`config.mk`:
```
export PLATFORM = sky130hd
export DESIGN_NAME = bmsu_ctrl
export DESIGN_NICKNAME = d
export VERILOG_FILES = /design/src/rtl/bmsu_pkg.sv /design/src/rtl/bmsu_ctrl.sv
export SDC_FILE = /design/constraint.sdc
export NUM_CORES = 1
export LEC_CHECK = 0
export BUFFER_PORTS_ARGS = -buffer_cell sky130_fd_sc_hd__buf_2
export CORE_AREA = 5 5 42 44
export DETAILED_ROUTE_END_ITERATION = 10
export DIE_AREA = 0 0 47 49
export PLACE_DENSITY_LB_ADDON = 0.2
export SYNTH_ARGS = -nofsm -noshare
export SYNTH_HDL_FRONTEND = slang
export SYNTH_SLANG_ARGS = --single-unit
```
`constraint.sdc`:
```
create_clock -name clk -period 1.2 [get_ports clk]
set_input_delay 0.24 -clock clk [delete_from_list [all_inputs] [get_ports clk]]
set_output_delay 0.24 -clock clk [all_outputs]
set_load 0.05 [all_outputs]
```
`src/rtl/bmsu_pkg.sv`:
```
// Shared types and constants of the batch median select unit.
// Depends on nothing; every other file imports it.
`timescale 1ns / 1ps

package bmsu_pkg;

    localparam int SAMPLE_W    = 64;
    localparam int COUNT_OUT_W = 7;

    // One input transfer: a sample and the batch-close mark.
    typedef struct packed {
        logic [SAMPLE_W-1:0] sample;
        logic                last_sample;
    } sample_item_t;

    // One result transfer.
    typedef struct packed {
        logic [SAMPLE_W-1:0]    median_value;
        logic [COUNT_OUT_W-1:0] batch_count;
        logic                   dropped;
    } result_item_t;

    typedef enum logic [2:0] {
        ST_IDLE,
        ST_SCAN_RD,
        ST_SCAN_CMP,
        ST_PLACE,
        ST_MED_HI,
        ST_MED_CAP,
        ST_MED_LO,
        ST_EMIT
    } ctrl_state_t;

    // Commands from the controller to the datapath.
    typedef struct packed {
        logic accept;   // take the input transfer, start the insert scan at the top
        logic rd_scan;  // read the entry just below the insert position
        logic shift;    // move the entry read one place up, step the position down
        logic place;    // write the sample at the insert position, grow the count
        logic rd_hi;    // read the upper middle entry
        logic cap_hi;   // capture upper middle into both operands
        logic rd_lo;    // read the lower middle entry
        logic cap_lo;   // capture lower middle
        logic emit;     // load the result register, clear the batch
    } dp_cmd_t;

    // Status from the datapath to the controller.
    typedef struct packed {
        logic full;     // store holds the maximum number of samples
        logic empty;    // store holds no sample
        logic greater;  // entry read is greater than the held sample
        logic pos_one;  // insert position is one
        logic last;     // held item closes the batch
        logic in_last;  // offered input transfer closes the batch
        logic odd;      // kept count is odd
        logic out_free; // result register can take a new result this cycle
    } dp_status_t;

endpackage

```
`src/rtl/bmsu_ctrl.sv`:
```
// Controller of the batch median select unit: sequences insert scan,
// median reads and result load. Depends on bmsu_pkg.
`timescale 1ns / 1ps

module bmsu_ctrl
    import bmsu_pkg::*;
(
    input  logic       clk,
    input  logic       rst_n,
    input  logic       sample_valid,
    output logic       sample_stall,
    input  dp_status_t status,
    output dp_cmd_t    cmd
);

    ctrl_state_t state_reg;
    ctrl_state_t state_next;

    always_ff @(posedge clk or negedge rst_n)
    begin
        if (!rst_n)
        begin
            state_reg <= ST_IDLE;
        end
        else
        begin
            state_reg <= state_next;
        end
    end

    always_comb
    begin
        state_next   = state_reg;
        cmd          = '0;
        sample_stall = (state_reg != ST_IDLE);

        unique case (state_reg)
            ST_IDLE:
            begin
                if (sample_valid)
                begin
                    cmd.accept = 1'b1;
                    if (status.full)
                    begin
                        // drop the sample; a closing item still reports
                        state_next = status.in_last ? ST_MED_HI : ST_IDLE;
                    end
                    else if (status.empty)
                    begin
                        state_next = ST_PLACE;
                    end
                    else
                    begin
                        state_next = ST_SCAN_RD;
                    end
                end
            end
            ST_SCAN_RD:
            begin
                cmd.rd_scan = 1'b1;
                state_next  = ST_SCAN_CMP;
            end
            ST_SCAN_CMP:
            begin
                if (status.greater)
                begin
                    cmd.shift  = 1'b1;
                    state_next = status.pos_one ? ST_PLACE : ST_SCAN_RD;
                end
                else
                begin
                    state_next = ST_PLACE;
                end
            end
            ST_PLACE:
            begin
                cmd.place  = 1'b1;
                state_next = status.last ? ST_MED_HI : ST_IDLE;
            end
            ST_MED_HI:
            begin
                cmd.rd_hi  = 1'b1;
                state_next = ST_MED_CAP;
            end
            ST_MED_CAP:
            begin
                cmd.cap_hi = 1'b1;
                if (status.odd)
                begin
                    state_next = ST_EMIT;
                end
                else
                begin
                    cmd.rd_lo  = 1'b1;
                    state_next = ST_MED_LO;
                end
            end
            ST_MED_LO:
            begin
                cmd.cap_lo = 1'b1;
                state_next = ST_EMIT;
            end
            ST_EMIT:
            begin
                if (status.out_free)
                begin
                    cmd.emit   = 1'b1;
                    state_next = ST_IDLE;
                end
            end
            default:
            begin
                state_next = ST_IDLE;
            end
        endcase
    end

endmodule

```
# ---- Yosys cells after proc, flatten, opt, wreduce, memory -nomap -nowiden
# Index checks and enable logic that the tools add are counted.
dict set report totals {
  register_bits 3
  out_inout_bits 10
  word_cells 35
}
dict set report op_classes {
  n_eq_ne 9
  mux 22
  n_reduce_logical 3
}
# operator count
set ops {}
lappend ops {{$pmux W3 S8} 1}
lappend ops {{$mux W3} 5}
lappend ops {{$eq A3 B3 Y1 const B} 4}
lappend ops {{$mux W1} 12}
lappend ops {{$mux W2} 4}
lappend ops {{$eq A3 B2 Y1 const B} 2}
lappend ops {{$ne A2 B2 Y1 const B} 2}
lappend ops {{$eq A3 B1 Y1 const B} 1}
lappend ops {{$logic_not A3 Y1} 1}
lappend ops {{$reduce_bool A3 Y1} 1}
lappend ops {{$reduce_and A2 Y1} 1}

# ---- Depth between registers and ports, before layout
# Gate-level depths: netlist of the first run.
dict set report logic_depth {
  depth_word 4
  mapped_depth 4
}

# ---- Least setup slack after synthesis of the first run
# Ideal clock, no wire load.
dict set report synth_path {
  kind {register to output}
  start {register state_reg[1]}
  end {output cmd[2] in the netlist's numbering}
  t_arrival_ns 2.623
  t_required_ns 0.960
  slack_ns -1.663
  stages_incl_launch_ff 4
  path_buffers 1
  cell_sequence {dfrtp_1 -> clkbuf_1 -> nor3b_1 -> nor2b_1}
}
# item line_no
set synth_lines {}
lappend synth_lines {{from (decl)} bmsu_ctrl.sv:16} ;# ctrl_state_t state_reg;
lappend synth_lines {{from (signal assigned)} bmsu_ctrl.sv:27} ;# state_reg <= state_next;
lappend synth_lines {{to (decl)} bmsu_ctrl.sv:13} ;# output dp_cmd_t cmd

==> run metrics, run 1 <==
status=finished, violations left; failing checks=negative setup slack; Cell Count, Final, Fillers Out=87; Core ar.=around 1400 um2; post-layout minimum cycle time=around 1.5 ns; RSZ-0062 raised after global routing=true; cell taking the most area after synthesis=dfrtp_1; Hold Crit Depth=3; setup violators final=11; maximum net fanout on the critical path=3; post-route cell area=approximately 700 um2; Clock Pin Slew Worst Setup and Hold Paths=about 0.040 ns; WP data arrival=around 1.3 ns; max reg flops=3; fraction of layout cells with a size suffix above 1=0.761; setup TNS=-2.43 ns; Clock Latency Late Sink=0.23 ns; clock tree from TritonCTS=built; Slew Viols, Final=0; Slew headroom=0.857; CTS Buffer Depth=2; WS Path Type=register to output pin; # DRC=0; post-route setup slack=-0.320 ns; I/O Buffers=20; pin count of the biggest net entering global routing=11; r2r endpoint=state_reg[0]$_DFFE_PN0P_; Max IR drop VDD=about 1300 uV; Final Cycle Share=1.27; routed len/inst=around 11 um; Initial Util=0.189; sequential fraction of the synthesis area=0.283; Initial DRT Pass Iterations=2; Post-Syn Instances=35; Max Cap Viol=0; CTS buffer count=3; Logic pwr share=0.820; number of global-route vias before repair=379; Worst EP required=~0.96 ns; H-tree lvl count=1; first-pass GRT wire length=roughly 1500 um; io pins=21; warning count from the yosys run=0; Cell Pwr Density=between 3000 and 4000 nW/um2; n_diodes=0; dpl cell area=roughly 500 um2; type of the worst min-delay path=input pin to register; GR Overflow Total=0; synth unique cells=22; Iteration-0 DRC Markers=2; synthesized area=~270 um2; register area=75.1 um2; Site Rows=14; area occupied by multi-input gates=~260 um2; vias per inst=roughly 4.6; Pint=1090 uW; NetSw=between 1000 and 1500 uW; Routed WL=~1000 um; gr usage total=0.0874; Clk network pwr share=0.083; final hold vios=0; worst clock skew=approximately 0.00036 ns; die height=approximately 50 um; CP endpoint kind=output pin; sequential power share=0.097; worst r2r src=state_reg[0]$_DFFE_PN0P_; Reg2Reg Depth=5; Inst Count DP=78; FF+latch count, synth=3; CTS Sinks=3; Detail Route Antenna Nets=0; leakage power=approximately 0.00031 uW; HP Start=status[2]; worst-margin pin slew=~0.21 ns; Synth top area share=0.283; Hold Path End=state_reg[2]$_DFFE_PN0P_; initial antenna violation count=0; DP HPWL=between 700 and 800 um; Die ar.=around 2300 um2; Pwr Total=2110 uW; FF-to-FF setup slack=-0.04 ns; CP Launch Type=register; Area Overhead vs Synth=158%; routed vias=402; # nets final=between 80 and 90; DIE WIDTH=47 um; root buf cell=clkbuf_4; top cells by area, synth=dfrtp_1, a21oi_1, nor2_1; post-synthesis area per instance=7.58 um2; syn_nets=46; Fmax=~0.66 GHz; sw frac=0.486; Final GP Congestion=~0.7; filler cell count in the final layout=approximately 160
worst max path at each step:
stage | start | to | slack (ns) | cells past startpoint
2_1_floorplan | state_reg[0]$_DFFE_PN0P_ | cmd[2] | -0.54 | 3
3_3_place_gp | state_reg[2]$_DFFE_PN0P_ | cmd[8] | -0.15 | 3
3_5_place_dp | state_reg[2]$_DFFE_PN0P_ | cmd[8] | -0.16 | 3
4_1_cts | state_reg[2]$_DFFE_PN0P_ | cmd[8] | -0.32 | 3
5_1_grt | state_reg[1]$_DFFE_PN0P_ | cmd[2] | -0.38 | 4
6_report | state_reg[2]$_DFFE_PN0P_ | cmd[8] | -0.32 | 3
cells in the final DEF, fill, tap and decap left out, types with 2 or more instances in the layout:
cell / count
dfrtp_1: 3
clkbuf_4: 3
nor3b_4: 2
buf_2: 10
buf_8: 2
nand2_1: 3
nor2_4: 3
a21oi_2: 3
buf_6: 12
buf_4: 9
final cells by class:
class,instances,share of cell area
timing repair buffer,34,0.429
clock buffer,4,0.0385
inverter,2,0.0110
tap,16,0.0293
sequential,3,0.110
multi-input combinational,28,0.383
logic make-up (layout without fill, tap and decap cells):
logic type	after synthesis	in the layout	synth area share
and+or+nand+nor	20	20	0.448
AOI/OAI and AO/OA	8	8	0.208
buffers and inverters	4	40	0.0613
DFF	3	3	0.283
routing by layer:
layer / track usage / part of all wire
met1: 0.0947 / 0.35
met2: 0.147 / 0.57
met3: 0.0258 / 0.081
met4: 0.0415 / 0
met5: 0 / 0
per-stage QoR:
| step | setup WS, ns | util | hold slack [ns] |
|---|---|---|---|
| after floorplan | -0.542 | - | -0.0556 |
| after global placement | -0.150 | 0.350 | 0.0365 |
| after detailed placement | -0.159 | 0.350 | 0.0387 |
| after CTS | -0.323 | 0.438 | 0.294 |
| after global routing | -0.378 | 0.488 | 0.319 |
| final | -0.320 | 0.488 | 0.305 |
power groups by stage:
stage | Sequential (uW) | Clock, uW | Combinational (uW)
6_report | 205 | 175 | 1730
4_1_cts | 205 | 182 | 1500
5_1_grt | 211 | 189 | 1820
3_5_place_dp | 203 | 0 | 1250
2_1_floorplan | 204 | 0 | 889
3_3_place_gp | 201 | 0 | 1260
timing repair:
action,in CTS,in global routing
endpoints found under the hold margin,3,0
resized for setup,25,12
pin swaps,2,2
endpoints found under the setup margin,11,12
buffers inserted,1,3
hold buffers,1,0
synth_stat cells:
cell and n:
a21oi_1 4, a31oi_1 1, and2_1 1, and4bb_2 1, buf_2 1, clkbuf_1 1, dfrtp_1 3, inv_1 1
inv_2 1, nand2_1 4, nand2b_1 1, nand4_1 1, nor2_1 5, nor2b_1 1, nor3_1 1, nor3b_1 2
nor4bb_1 1, o22ai_1 1, o22ai_2 1, o32a_1 1, or2_2 1, or3_4 1
critical path, stage by stage, from the launching register on:
cell and delay [ns]:
dfrtp_1 0.38, or3_4 0.42, nor2_4 0.09, buf_6 0.16
Note: power is estimated with default switching activity, not from simulation.
==> run 2: changes to the inputs <==
--- a/config.mk
+++ b/config.mk
@@ -5,10 +5,10 @@
 export SDC_FILE = /design/constraint.sdc
 export NUM_CORES = 1
 export LEC_CHECK = 0
-export BUFFER_PORTS_ARGS = -buffer_cell sky130_fd_sc_hd__buf_2
 export CORE_AREA = 5 5 42 44
 export DETAILED_ROUTE_END_ITERATION = 10
 export DIE_AREA = 0 0 47 49
+export DONT_BUFFER_PORTS = 1
 export PLACE_DENSITY_LB_ADDON = 0.2
 export SYNTH_ARGS = -nofsm -noshare
 export SYNTH_HDL_FRONTEND = slang
==> run metrics, run 2 (same netlist as run 1, synthesis figures left out) <==
post-layout minimum cycle time=1.52 ns; GR Overflow Total=0; Fmax=between 0.6 and 0.7 GHz; max reg flops=3; DP HPWL=between 700 and 800 um; Max Cap Viol=0; post-route setup slack=-0.318 ns; first-pass GRT wire length=1620 um; n_diodes=0; highest metal used=met3; Critical Path Sink=cmd[8]; Routed WL=just under 1000 um; root buf cell=clkbuf_4; Slew headroom=0.854; r2r endpoint=state_reg[0]$_DFFE_PN0P_; Clock Latency Late Sink=0.23 ns; clock tree from TritonCTS=built; Clock Pin Slew Worst Setup and Hold Paths=about 0.040 ns; status=finished, violations left; Slew Viols, Final=0; RSZ-0062 raised after global routing=true; Area Overhead vs Synth=141%; metal3 WL=~77 um; Cell Pwr Density=approximately 3200 nW/um2; filler cell count in the final layout=between 100 and 150; Detail Route Antenna Nets=0; I/O Buffers=0; WS Path Type=register to output pin; leakage power=~0.00027 uW; metal2 WL=568 um; CP endpoint kind=output pin; setup violators final=12; routed vias=around 350; pin count of the biggest net entering global routing=9; # nets final=a little over 70; type of the worst min-delay path=input pin to register; commonest cells after routing, fill and taps aside=buf_4, buf_6, buf_12; maximum net fanout on the critical path=3; CTS buffer count=3; DP Worst Slack=-0.0933 ns; most common cell after layout, fill and taps aside=buf_4; worst r2r src=state_reg[1]$_DFFE_PN0P_; worst-margin pin slew=about 0.22 ns; DIE WIDTH=between 40 and 50 um; Reg2Reg Depth=4; io pins=21; FF-to-FF setup slack=-0.13 ns; Site Rows=14; Metal-1 WL=about 330 um; Max IR drop VDD=~1600 uV; routed len/inst=~13 um; die height=approximately 49 um; Core ar.=~1400 um2; Final GP Congestion=around 0.83; Die ar.=~2300 um2; CTS Buffer Depth=2; final hold vios=0; Final Cycle Share=1.26; worst clock skew=0.00189 ns; launch point of the worst path=state_reg[1]$_DFFE_PN0P_; fraction of layout cells with a size suffix above 1=0.661; gr usage total=0.0965; WP data arrival=1.28 ns; CP Launch Type=register; failing checks=negative setup slack; setup TNS=-2.60 ns; Iteration-0 DRC Markers=3; Initial DRT Pass Iterations=4; Initial Util=0.189; initial antenna violation count=0; vias per inst=between 4 and 5; Worst EP required=0.96 ns; number of global-route vias before repair=389; H-tree lvl count=1; # DRC=0; CTS Sinks=3
-- run 2: cell types whose count changed in the layout (fill, tap and decap cells not counted), sizes merged --
cell,change
buf,-12
-- run 2: critical path: stages, from the launching register on --
cell     delay, ns
dfrtp_1       0.38
or3_4         0.41
nor2_4        0.11
buf_12        0.14
-- run 2: cell type report --
cell class | instances | area (um2) | area share
multi-input combinational | 28 | 245 | 0.384
sequential | 3 | 75.1 | 0.118
tap | 16 | 20.0 | 0.0314
timing repair buffer | 22 | 264 | 0.414
inverter | 2 | 7.51 | 0.0118
clock buffer | 4 | 26.3 | 0.0412
-- run 2: power by group --
| part | switching (uW) | leakage (uW) | internal [uW] | total [uW] |
|---|---|---|---|---|
| Clock | 49.3 | 0.0000150 | 124 | 174 |
| Sequential | 49.8 | 0.0000341 | 156 | 205 |
| Combinational | 886 | 0.000219 | 805 | 1690 |
-- run 2: per-layer routing --
layer,vias up,global-route usage
li1,174,-
met1,167,0.0947
met2,12,0.170
met3,0,0.0369
met4,0,0.0415
met5,-,0
-- run 2: worst min path at each step --
| stage | endpoint | cells past startpoint | slack [ns] | from |
|---|---|---|---|---|
| after floorplan | state_reg[0]$_DFFE_PN0P_ | 0 | -0.06 | rst_n |
| after global placement | state_reg[1]$_DFFE_PN0P_ | 0 | -0.06 | rst_n |
| after detailed placement | state_reg[0]$_DFFE_PN0P_ | 0 | -0.06 | rst_n |
| after CTS | state_reg[2]$_DFFE_PN0P_ | 2 | 0.17 | status[7] |
| after global routing | state_reg[2]$_DFFE_PN0P_ | 2 | 0.19 | status[7] |
| final | state_reg[2]$_DFFE_PN0P_ | 2 | 0.18 | status[7] |
-- run 2: per-stage QoR --
| stage | total power, uW | hold WS, ns | util | instance area, um2 | instances |
|---|---|---|---|---|---|
| floorplan | 1090 | -0.0556 | - | 322 | 35 |
| CTS | 2050 | 0.174 | 0.448 | 628 | 75 |
| finish | 2070 | 0.178 | 0.455 | 638 | 75 |
| global route | 2180 | 0.187 | 0.455 | 638 | 75 |
| global placement | 1590 | -0.0555 | 0.366 | 513 | 66 |
| detailed placement | 1600 | -0.0555 | 0.366 | 513 | 66 |
-- run 2: repair_timing --
action,in CTS,in global routing
hold endpoints to repair,3,0
buffers inserted,4,0
hold buffers,1,0
resized for setup,13,2
cloned,0,0
endpoints found under the setup margin,11,12
pin swaps,6,0
